`src/sv/rle_four_plus_count_encoder_macros.svh`:
```
// Assertion macros shared by the encoder modules.
`ifndef RLE_FOUR_PLUS_COUNT_ENCODER_MACROS_SVH
`define RLE_FOUR_PLUS_COUNT_ENCODER_MACROS_SVH

// Same-cycle implication, checked outside reset.
`define RLE4_ASSERT_IMPL(lbl, ck, rs, ante, cons) \
  lbl: assert property (@(posedge ck) disable iff (rs) (ante) |-> (cons)) \
    else $error("rle4 implication check failed");

// Next-cycle implication, checked outside reset.
`define RLE4_ASSERT_NEXT(lbl, ck, rs, ante, cons) \
  lbl: assert property (@(posedge ck) disable iff (rs) (ante) |=> (cons)) \
    else $error("rle4 next-cycle check failed");

`endif

```
`src/sv/rle4_pkg.sv`:
```
// Package: types and constants of the run-length encoder.
`timescale 1ns / 1ps
`default_nettype none
package rle4_pkg;

  localparam int MAX_RUN_DEFAULT     = 255;
  localparam int QUEUE_DEPTH_DEFAULT = 4;
  localparam logic [7:0] RUN_MIN     = 8'd4;

  typedef struct packed {
    logic [7:0] data_byte;
    logic       block_end;
  } in_item_t;

  typedef struct packed {
    logic [7:0] out_byte;
    logic       is_count;
    logic       run_last;
    logic       block_last;
  } out_item_t;

  // One classified input: one or two result bytes.
  typedef struct packed {
    logic [7:0] byte0;
    logic       cnt0;
    logic [7:0] byte1;
    logic       cnt1;
    logic       two;
    logic       last;
  } op_t;

  typedef struct packed {
    logic full;
    logic empty;
  } q_status_t;

endpackage
`default_nettype wire

```
`src/sv/rle4_front.sv`:
```
// Front end: run tracking and classification of each accepted byte.
`timescale 1ns / 1ps
`default_nettype none
module rle4_front #(
  parameter int MAX_RUN = rle4_pkg::MAX_RUN_DEFAULT
) (
  input  wire logic              clk,
  input  wire logic              rst,
  input  wire logic              accept,
  input  wire rle4_pkg::in_item_t item,
  output logic                   op_push,
  output rle4_pkg::op_t          op
);
  import rle4_pkg::*;
  `include "rle_four_plus_count_encoder_macros.svh"

  logic [7:0] run_symbol;
  logic [7:0] run_length;
  logic [7:0] run_symbol_next;
  logic [7:0] run_length_next;
  logic [7:0] len_inc;
  logic [7:0] len_mid;
  logic       match;
  logic [1:0] n_mid;
  logic [1:0] n_out;

  assign match   = (run_length != 8'd0) && (item.data_byte == run_symbol);
  assign len_inc = run_length + 8'd1;

  always_comb begin
    op              = '0;
    n_mid           = 2'd0;
    len_mid         = run_length;
    run_symbol_next = run_symbol;
    if (match) begin
      if (len_inc <= RUN_MIN) begin
        op.byte0 = item.data_byte;
        n_mid    = 2'd1;
        len_mid  = len_inc;
      end else if (len_inc >= 8'(MAX_RUN)) begin
        // chunk full: close it with its count
        op.byte0 = len_inc - RUN_MIN;
        op.cnt0  = 1'b1;
        n_mid    = 2'd1;
        len_mid  = 8'd0;
      end else begin
        len_mid = len_inc;
      end
    end else begin
      run_symbol_next = item.data_byte;
      len_mid         = 8'd1;
      if (run_length >= RUN_MIN) begin
        op.byte0 = run_length - RUN_MIN;
        op.cnt0  = 1'b1;
        op.byte1 = item.data_byte;
        n_mid    = 2'd2;
      end else begin
        op.byte0 = item.data_byte;
        n_mid    = 2'd1;
      end
    end

    // flush an owed count at block end
    n_out           = n_mid;
    run_length_next = len_mid;
    if (item.block_end) begin
      if (len_mid >= RUN_MIN) begin
        if (n_mid == 2'd0) begin
          op.byte0 = len_mid - RUN_MIN;
          op.cnt0  = 1'b1;
          n_out    = 2'd1;
        end else begin
          op.byte1 = len_mid - RUN_MIN;
          op.cnt1  = 1'b1;
          n_out    = 2'd2;
        end
      end
      run_length_next = 8'd0;
    end

    op.two  = (n_out == 2'd2);
    op.last = item.block_end;
    op_push = accept && (n_out != 2'd0);
  end

  always_ff @(posedge clk) begin
    if (rst) begin
      run_symbol <= 8'd0;
      run_length <= 8'd0;
    end else if (accept) begin
      run_symbol <= run_symbol_next;
      run_length <= run_length_next;
    end
  end

  `RLE4_ASSERT_IMPL(a_len_below_max, clk, rst, 1'b1, run_length < 8'(MAX_RUN))
  `RLE4_ASSERT_IMPL(a_end_pushes, clk, rst, accept && item.block_end, op_push)
  `RLE4_ASSERT_NEXT(a_end_closes, clk, rst, accept && item.block_end, run_length == 8'd0)

endmodule
`default_nettype wire

```
`src/sv/rle4_queue.sv`:
```
// Short queue of classified operations between front and back end.
`timescale 1ns / 1ps
`default_nettype none
module rle4_queue #(
  parameter int DEPTH = rle4_pkg::QUEUE_DEPTH_DEFAULT
) (
  input  wire logic               clk,
  input  wire logic               rst,
  input  wire logic               push,
  input  wire rle4_pkg::op_t      push_op,
  input  wire logic               pop,
  output rle4_pkg::op_t           head,
  output rle4_pkg::q_status_t     status
);
  import rle4_pkg::*;
  `include "rle_four_plus_count_encoder_macros.svh"

  localparam int PW = $clog2(DEPTH);
  localparam int CW = $clog2(DEPTH + 1);

  op_t           entries [DEPTH];
  logic [PW-1:0] wr_ptr;
  logic [PW-1:0] rd_ptr;
  logic [CW-1:0] count;
  logic          do_push;
  logic          do_pop;

  assign status.full  = (count == CW'(DEPTH));
  assign status.empty = (count == '0);
  assign do_push      = push && !status.full;
  assign do_pop       = pop && !status.empty;
  assign head         = entries[rd_ptr];

  always_ff @(posedge clk) begin
    if (do_push) begin
      entries[wr_ptr] <= push_op;
    end
  end

  always_ff @(posedge clk) begin
    if (rst) begin
      wr_ptr <= '0;
      rd_ptr <= '0;
      count  <= '0;
    end else begin
      if (do_push) begin
        wr_ptr <= (wr_ptr == PW'(DEPTH - 1)) ? '0 : wr_ptr + 1'b1;
      end
      if (do_pop) begin
        rd_ptr <= (rd_ptr == PW'(DEPTH - 1)) ? '0 : rd_ptr + 1'b1;
      end
      if (do_push && !do_pop) begin
        count <= count + 1'b1;
      end else if (do_pop && !do_push) begin
        count <= count - 1'b1;
      end
    end
  end

  `RLE4_ASSERT_IMPL(a_count_bound, clk, rst, 1'b1, count <= CW'(DEPTH))
  `RLE4_ASSERT_NEXT(a_grow, clk, rst, do_push && !do_pop, count == $past(count) + 1'b1)
  `RLE4_ASSERT_IMPL(a_ptrs_meet, clk, rst, status.empty || status.full, wr_ptr == rd_ptr)

endmodule
`default_nettype wire

```
`src/sv/rle4_back.sv`:
```
// Back end: serialise each queued operation into one or two result bytes.
`timescale 1ns / 1ps
`default_nettype none
module rle4_back (
  input  wire logic                clk,
  input  wire logic                rst,
  input  wire rle4_pkg::op_t       head,
  input  wire rle4_pkg::q_status_t status,
  input  wire logic                pop,
  output logic                     q_pop,
  output logic                     empty,
  output rle4_pkg::out_item_t      result
);
  import rle4_pkg::*;
  `include "rle_four_plus_count_encoder_macros.svh"

  logic second;
  logic take;

  assign empty = status.empty;
  assign take  = pop && !status.empty;

  always_comb begin
    result.out_byte   = second ? head.byte1 : head.byte0;
    result.is_count   = second ? head.cnt1 : head.cnt0;
    result.run_last   = second || !head.two;
    result.block_last = result.run_last && head.last;
    q_pop             = take && result.run_last;
  end

  always_ff @(posedge clk) begin
    if (rst) begin
      second <= 1'b0;
    end else if (take) begin
      second <= !result.run_last;
    end
  end

  `RLE4_ASSERT_IMPL(a_second_valid, clk, rst, second, !status.empty)
  `RLE4_ASSERT_IMPL(a_second_pair, clk, rst, second, head.two)
  `RLE4_ASSERT_NEXT(a_advance, clk, rst, take && !second && head.two, second)

endmodule
`default_nettype wire

```
`src/sv/rle_four_plus_count_encoder.sv`:
```
// Top level of the four-plus-count run-length encoder.
// Raw bytes enter through a queue-style port (push/full) and encoded bytes
// leave through another (empty/pop). Runs shorter than four pass through;
// a longer run gives four copies of its symbol and then a count byte equal
// to the run length minus four. A run is cut at MAX_RUN bytes, the chunk
// closing with count MAX_RUN-4 (251 by default), and block_end flushes any
// owed count. Each transaction in gives zero, one or two transactions out;
// run_last marks the last of them and block_last the final byte of a block.
// One byte is taken per cycle while the operation queue has room; the
// output side delivers one byte per cycle while pop is high and the queue
// is not empty, so the sustained rate is set by the pop side: an input
// giving two bytes takes a pop for each. Operations are registered in the
// queue before the result port; full rises when QUEUE_DEPTH operations wait.
`timescale 1ns / 1ps
`default_nettype none
module rle_four_plus_count_encoder #(
  parameter int MAX_RUN     = rle4_pkg::MAX_RUN_DEFAULT,
  parameter int QUEUE_DEPTH = rle4_pkg::QUEUE_DEPTH_DEFAULT
) (
  input  wire logic                clk,
  input  wire logic                rst,
  input  wire logic                push,
  input  wire rle4_pkg::in_item_t  item,
  output logic                     full,
  output logic                     empty,
  input  wire logic                pop,
  output rle4_pkg::out_item_t      result
);
  import rle4_pkg::*;

  logic      accept;
  logic      op_push;
  op_t       op;
  op_t       head;
  logic      q_pop;
  q_status_t q_status;

  // accept a transaction only while the queue has room
  assign full   = q_status.full;
  assign accept = push && !q_status.full;

  rle4_front #(
    .MAX_RUN (MAX_RUN)
  ) u_front (
    .clk     (clk),
    .rst     (rst),
    .accept  (accept),
    .item    (item),
    .op_push (op_push),
    .op      (op)
  );

  // decouple classification from serialisation
  rle4_queue #(
    .DEPTH (QUEUE_DEPTH)
  ) u_queue (
    .clk     (clk),
    .rst     (rst),
    .push    (op_push),
    .push_op (op),
    .pop     (q_pop),
    .head    (head),
    .status  (q_status)
  );

  rle4_back u_back (
    .clk    (clk),
    .rst    (rst),
    .head   (head),
    .status (q_status),
    .pop    (pop),
    .q_pop  (q_pop),
    .empty  (empty),
    .result (result)
  );

endmodule
`default_nettype wire
```
`config.mk`:
```
export PLATFORM = sky130hd
export DESIGN_NAME = rle_four_plus_count_encoder
export DESIGN_NICKNAME = d
export VERILOG_FILES = /design/src/sv/rle4_pkg.sv /design/src/sv/rle4_front.sv /design/src/sv/rle4_queue.sv /design/src/sv/rle4_back.sv /design/src/sv/rle_four_plus_count_encoder.sv
export VERILOG_INCLUDE_DIRS = /design/src /design/src/sv
export SDC_FILE = /design/constraint.sdc
export NUM_CORES = 1
export LEC_CHECK = 0
export ABC_AREA = 0
export BUFFER_PORTS_ARGS = -buffer_cell sky130_fd_sc_hd__clkbuf_2
export CORE_UTILIZATION = 50
export CTS_CLUSTER_SIZE = 30
export DETAILED_ROUTE_END_ITERATION = 7
export GPL_TIMING_DRIVEN = 0
export HOLD_SLACK_MARGIN = 0.12
export PLACE_DENSITY = 0.76
export SLEW_MARGIN = 20
export SYNTH_ARGS = -nofsm -noshare
export SYNTH_HDL_FRONTEND = slang
export SYNTH_HIERARCHICAL = 1
export SYNTH_SLANG_ARGS = --single-unit
export TNS_END_PERCENT = 1
```
`constraint.sdc`:
```
create_clock -name clk -period 13.7 [get_ports clk]
set_input_delay 2.055 -clock clk [delete_from_list [all_inputs] [get_ports clk]]
set_output_delay 2.055 -clock clk [all_outputs]
set_load 0.03 [all_outputs]
```
==> results.cfg, run 1 <==
[status]
status = finished clean

[power_and_ir_drop]
p_leak_nw = 2.115
vdd_ir_drop_max_v = 0.00006686
power_density_nw_per_um2 = 138.6

[drt]
drt_iter0_markers = 235
ant_nets = 0
post-route-drc-count = 0
via_per_inst = 5.889
drt_first_pass_iters = 5
wirelength_um = 11100
num_vias = 3492
wire_per_inst_um = 18.72

[clocking]
cts_max_path_buffers = 2
cts_buffers = 9
path_clk_slew_ns = 0.11
post_cts_buffers = 0
cts_hold_buf = 0
tritoncts = done
clkSinkCount = 106
cts.htree.levels = 3
postCtsResizedCells = 0
root_buffer = clkbuf_8
clk_latency_ns = 0.36

[finish]
antenna_cells = 0
syn_to_final_growth_pct = 8.939
layout_commonest_cell = edfxtp_1
utilization = 0.5647
drive_above_1_share = 0.2385
layout_common_cells = edfxtp_1 (80), nand2_1 (31), dfxtp_1 (26), clkbuf_2 (25), mux4_2 (20)
finalNetCount = 484

[global_route]
grt_usage = 0.2136
grt_pass1_wl_um = 18150
grt_overflow_total = 0
grt_max_degree = 21
grt_antenna_before_repair = 0
grt_pass1_vias = 3472

[logic_synthesis]
yosys_warnings = 6
synth-main-ff-cell = edfxtp_1
synth_area_sq_um = 5375
ys_seq_area_frac = 0.5438
syn_nets = 448
synth-async-reset-ratio = 0
synth.distinct_cells = 65
synth-seq-cells = 106
synth_edf_count = 80
synth_cells = 416
syn_avg_cell_area_sq_um = 12.92

[flow_run]
maxCapViolCount = 0

[sta]
rsz0062_at_grt = false
hold_viol = 0
timing.final.max_slew_violations = 0
timing.hold.ws_ns = 0.4824
fin_crit_sh = 0.5082
finalCriticalPeriod_ns = 6.962
slew_headroom = 0.4241
worst_pin_slew_ns = 0.8573
fmaxAchievable_ghz = 0.1436
finClkSkew_ns = 0.01575
tns_ns = 0
setup_violations = 0

[setup_path]
critPathRequiredTime_ns = 13.99
critPathLaunchType = input port
worstPathMaxFanout = 10
cp_common_cell = inv_1
endpoint_kind = register
path_class = input port to register
reg2reg_from = u_front/run_length[0]
arrival_ns = 7.25
crit_path_max_incr_delay_ns = 0.51
cp-startpoint = item[2]
crit_chain = clkbuf_2, xor2_1, nor4_1, nand3_1, buf_2, or2_2, nor2_1, ha_1, inv_1, nor4_1, nor3b_1, a22oi_1, nand2_1, a21boi_0, inv_1, nor2_2, ha_1, inv_1, fa_1, xor2_1, or3_2, a21oi_1
cp_slowest_cell = a21boi_0

[die]
die_w_um = 105.7
io_pins = 26
die_h_um = 105.7
die_area_sq_um = 11170
fp-row-count = 37
coreArea_sq_um = 10370
initial_core_util = 0.5183

[place]
io_buffers = 25
hpwl_um = 7984
gp_congestion = 0.9590

[hold_path]
min-delay-start = u_front/run_symbol[4]
hp-class = register to register
## cell usage after synthesis (4+ instances only)
cell type,n,share of area
edfxtp_1,80,0.45
nand2_1,31,0.022
dfxtp_1,26,0.097
mux4_2,20,0.084
inv_1,19,0.013
a21oi_1,18,0.017
ha_1,18,0.042
xor2_1,17,0.028
nand3_1,16,0.015
nor2_1,16,0.011
clkbuf_1,10,0.0070
buf_2,9,0.0084
mux2_2,9,0.019
mux2i_1,9,0.017
nand2b_1,8,0.0093
o21ai_1,8,0.0074
a22oi_1,6,0.0084
nor3_1,5,0.0047
o21ai_0,5,0.0047
xnor2_1,5,0.0081
a31oi_1,4,0.0047
and3_2,4,0.0056
nand4_1,4,0.0047
nor4_1,4,0.0047
o211ai_1,4,0.0056
o31ai_1,4,0.0056
## per-layer routing
layer	global-route usage	wire length (um)
met1	0.2781	4808
met5	0	0
met3	0.03525	530
met2	0.3669	5564
met4	0.06250	198
## per-stage QoR
| stage | area, sq um | worst slack (ns) | instances | power [W] |
|---|---|---|---|---|
| after CTS | 5856 | 6.814 | 593 | 0.0008211 |
| after global placement | 5670 | 6.511 | 577 | 0.0006319 |
| after floorplan | 5375 | 7.390 | 416 | 0.0005841 |
| final | 5856 | 6.738 | 593 | 0.0008115 |
| after global routing | 5856 | 6.264 | 593 | 0.0008525 |
| after detailed placement | 5670 | 6.450 | 577 | 0.0006418 |
## area by class of cell
type,instances,area (sq um)
Clock inverter,6,57.56
Tap cell,136,170.2
Fill cell,862,4514
Sequential cell,106,2923
Buffer,26,135.1
Timing Repair Buffer,25,125.1
Multi-Input combinational cell,263,2233
Inverter,21,83.83
Clock buffer,10,127.6
## critical path, delay by kind of cell
kind,cells,cell delay [ns]
AOI/OAI and AO/OA,3,1.10
xor gates and xnor gates,2,0.33
buffers and inverters,5,0.66
adders and majority gates,3,0.81
and+or+nand+nor,9,2.28
## cell families (layout without fill, tap and decap cells)
| kind of cell | after synthesis | in the layout | share of synthesized area |
|---|---|---|---|
| AND/OR/NAND/NOR | 114 | 114 | 0.1178 |
| AO/OA/AOI/OAI | 68 | 68 | 0.08985 |
| multiplexers | 40 | 40 | 0.1264 |
| flip-flops | 106 | 106 | 0.5438 |
| XOR/XNOR | 22 | 22 | 0.03585 |
| adder cells (fa/ha/maj) | 19 | 19 | 0.04562 |
| buffers and inverters | 47 | 88 | 0.04074 |
## final timing paths
path                                 to  slack, ns  cells after the start
setup / recovery       u_queue/count[2]       6.74                     22
hold / removal    u_front/run_symbol[4]       0.48                      2
setup reg to reg       u_queue/count[2]       7.65                     23
hold reg to reg   u_front/run_symbol[4]       0.48                      2
## registers in the layout, indices dropped and copies added (netlist names), named ones only
signal / count
u_queue/entries: 80
u_front/run_length: 8
u_front/run_symbol: 8
u_queue/count: 3
u_queue/rd_ptr: 2
u_queue/wr_ptr: 2
u_back/second: 1
## power breakdown
group	total [W]	switching [W]	internal [W]	leakage, nW
Sequential	0.000407	0.0000179	0.000389	0.926
Combinational	0.000225	0.000130	0.0000953	1.09
Clock	0.000180	0.000109	0.0000709	0.0953
Total	0.000812	0.000257	0.000555	2.11
Note: power is estimated with default switching activity, not from simulation.
==> inputs of run 2 (changes only) <==
--- a/config.mk
+++ b/config.mk
@@ -6,7 +6,7 @@
 export SDC_FILE = /design/constraint.sdc
 export NUM_CORES = 1
 export LEC_CHECK = 0
-export ABC_AREA = 0
+export ABC_AREA = 1
 export BUFFER_PORTS_ARGS = -buffer_cell sky130_fd_sc_hd__clkbuf_2
 export CORE_UTILIZATION = 50
 export CTS_CLUSTER_SIZE = 30
==> constraint.sdc (replaced) <==
create_clock -name clk -period 7.3 [get_ports clk]
set_input_delay 1.095 -clock clk [delete_from_list [all_inputs] [get_ports clk]]
set_output_delay 1.095 -clock clk [all_outputs]
set_load 0.03 [all_outputs]
==> results.cfg, run 2 <==
[finish]
final_cells = 790
top_regs = u_queue/entries x80, u_front/run_length x8, u_front/run_symbol x8
layout_common_cells = nand2_1 (132), nor2_1 (85), edfxtp_1 (80), inv_1 (55), o21ai_1 (44)
drive_above_1_share = 0.1560
syn_to_final_growth_pct = 10.35
layout_commonest_cell = nand2_1
antenna_cells = 0
utilization = 0.5777
largest_register_ffs = 80
top_register = u_queue/entries
finalNetCount = 681
fillers = 882

[die]
io_pins = 26
initial_core_util = 0.5235
die_w_um = 106.9
die_area_sq_um = 11430
coreArea_sq_um = 10510
fp-row-count = 37
die_h_um = 106.9

[clocking]
clk_latency_ns = 0.37
cts_max_path_buffers = 2
post_cts_buffers = 0
cts_hold_buf = 0
root_buffer = clkbuf_8
cts_buffers = 9
path_clk_slew_ns = 0.10
tritoncts = done
clkSinkCount = 106
postCtsResizedCells = 0
cts.htree.levels = 3

[sta]
tns_ns = 0
worst_pin_slew_ns = 0.6886
hold_viol = 0
setup_violations = 0
rsz0062_at_grt = false
slew_headroom = 0.5404
finClkSkew_ns = 0.01378
finalCriticalPeriod_ns = 4.753
fmaxAchievable_ghz = 0.2104
fin_crit_sh = 0.6511
timing.final.max_slew_violations = 0

[global_route]
grt_overflow_total = 0
grt_antenna_before_repair = 0
grt_usage = 0.2365
grt_max_degree = 20
met3_usage = 0.03587
grt_pass1_wl_um = 20590
grt_util_met2 = 0.4074
met1_usage = 0.3022
grt_pass1_vias = 4184
busiest_layer = met2

[place]
dpl.cell_count = 774
io_buffers = 25
hpwl_um = 9296
gp_congestion = 0.9560

[logic_synthesis]
syn_nets = 641
synth-main-ff-cell = edfxtp_1
synth-async-reset-ratio = 0
synth_cells = 609
yosys.area.top_type_share = 0.4367
synth_top_cells_by_count = nand2_1 (132), nor2_1 (89), edfxtp_1 (80), inv_1 (55), o21ai_1 (44)
synth_top_cell_by_area = edfxtp_1
ys_seq_area_frac = 0.5313
synth.distinct_cells = 40
synth-seq-cells = 106
syn_avg_cell_area_sq_um = 9.034
synth_edf_count = 80
yosysMostFrequentCell = nand2_1
synth_area_sq_um = 5502
yosys_warnings = 6
ys_top_cells_by_area = edfxtp_1 (44%), dfxtp_1 (9.5%), nand2_1 (9.0%), nor2_1 (6.1%), ha_1 (4.1%)

[status]
status = finished clean

[drt]
via_per_inst = 5.510
ant_nets = 0
wirelength_um = 12710
post-route-drc-count = 0
drt_iter0_markers = 410
wire_per_inst_um = 16.08
drt_first_pass_iters = 5
num_vias = 4353

[hold_path]
hp-class = register to register

[setup_path]
crit_path_max_incr_delay_ns = 0.42
endpoint_kind = register
path_class = register to register
cp_common_cell = inv_1
worstPathMaxFanout = 10
cp_slowest_cell = nor2_1
critPathLaunchType = register
critPathRequiredTime_ns = 7.57
arrival_ns = 5.02

[flow_run]
maxCapViolCount = 0

[power_and_ir_drop]
vdd_ir_drop_max_v = 0.0002854
p_leak_nw = 2.551
design_power_total_w = 0.001857
power_density_nw_per_um2 = 305.9
==> run 2: final cells by class <==
cell class / instances / area (sq um) / area share
flip-flops and latches: 106 / 2923 / 0.4815
multi-input cells: 417 / 2222 / 0.3660
inverters: 64 / 240.2 / 0.03957
repair buffers: 29 / 181.4 / 0.02988
well taps: 136 / 170.2 / 0.02803
plain buffers: 22 / 126.4 / 0.02082
clock buffers: 9 / 123.9 / 0.02040
clock inverters: 7 / 83.83 / 0.01381
==> run 2: stage by stage <==
stage	hold slack, ns	setup slack [ns]	cell area [sq um]
after detailed placement	0.4678	2.441	5863
after floorplan	0.4520	3.005	5502
final	0.4791	2.547	6071
after CTS	0.4835	2.654	6071
after global placement	0.4656	1.831	5797
after global routing	0.5103	2.184	6071
==> run 2: final timing paths <==
path,from,to,slack (ns),cells past startpoint
max,u_front/run_length[1],u_queue/count[2],2.55,31
min,u_front/run_symbol[0],u_front/run_symbol[0],0.48,2
max reg2reg,u_front/run_length[1],u_queue/count[2],2.55,31
min reg2reg,u_front/run_symbol[0],u_front/run_symbol[0],0.48,2
==> run 2: critical path, delay by kind of cell (launching register included) <==
family / cells / cell delay, ns
simple gates: 17 / 1.86
fa+ha+maj: 5 / 1.26
buf+inv: 8 / 0.75
xor+xnor: 1 / 0.39
flops: 1 / 0.38
==> run 2: power breakdown <==
| group | internal, W | switching [W] | total (W) |
|---|---|---|---|
| registers | 0.000743 | 0.0000393 | 0.000783 |
| logic | 0.000214 | 0.000487 | 0.000701 |
| clock network | 0.000165 | 0.000208 | 0.000373 |
| total | 0.00112 | 0.000734 | 0.00186 |
==> run 2: cells by family after synthesis <==
logic type | Yosys count | synth area share
buffers and inverters | 86 | 0.06663
DFF | 106 | 0.5313
adders and majority gates | 19 | 0.04458
and+or+nand+nor | 286 | 0.2358
AOI/OAI and AO/OA | 98 | 0.09939
xor gates and xnor gates | 14 | 0.02229
==> run 2: metal layers <==
layer	wire, um	vias to the layer above
li1	-	2114
met1	5452	2081
met2	6422	140
met3	601	18
met4	229	0
met5	0	-
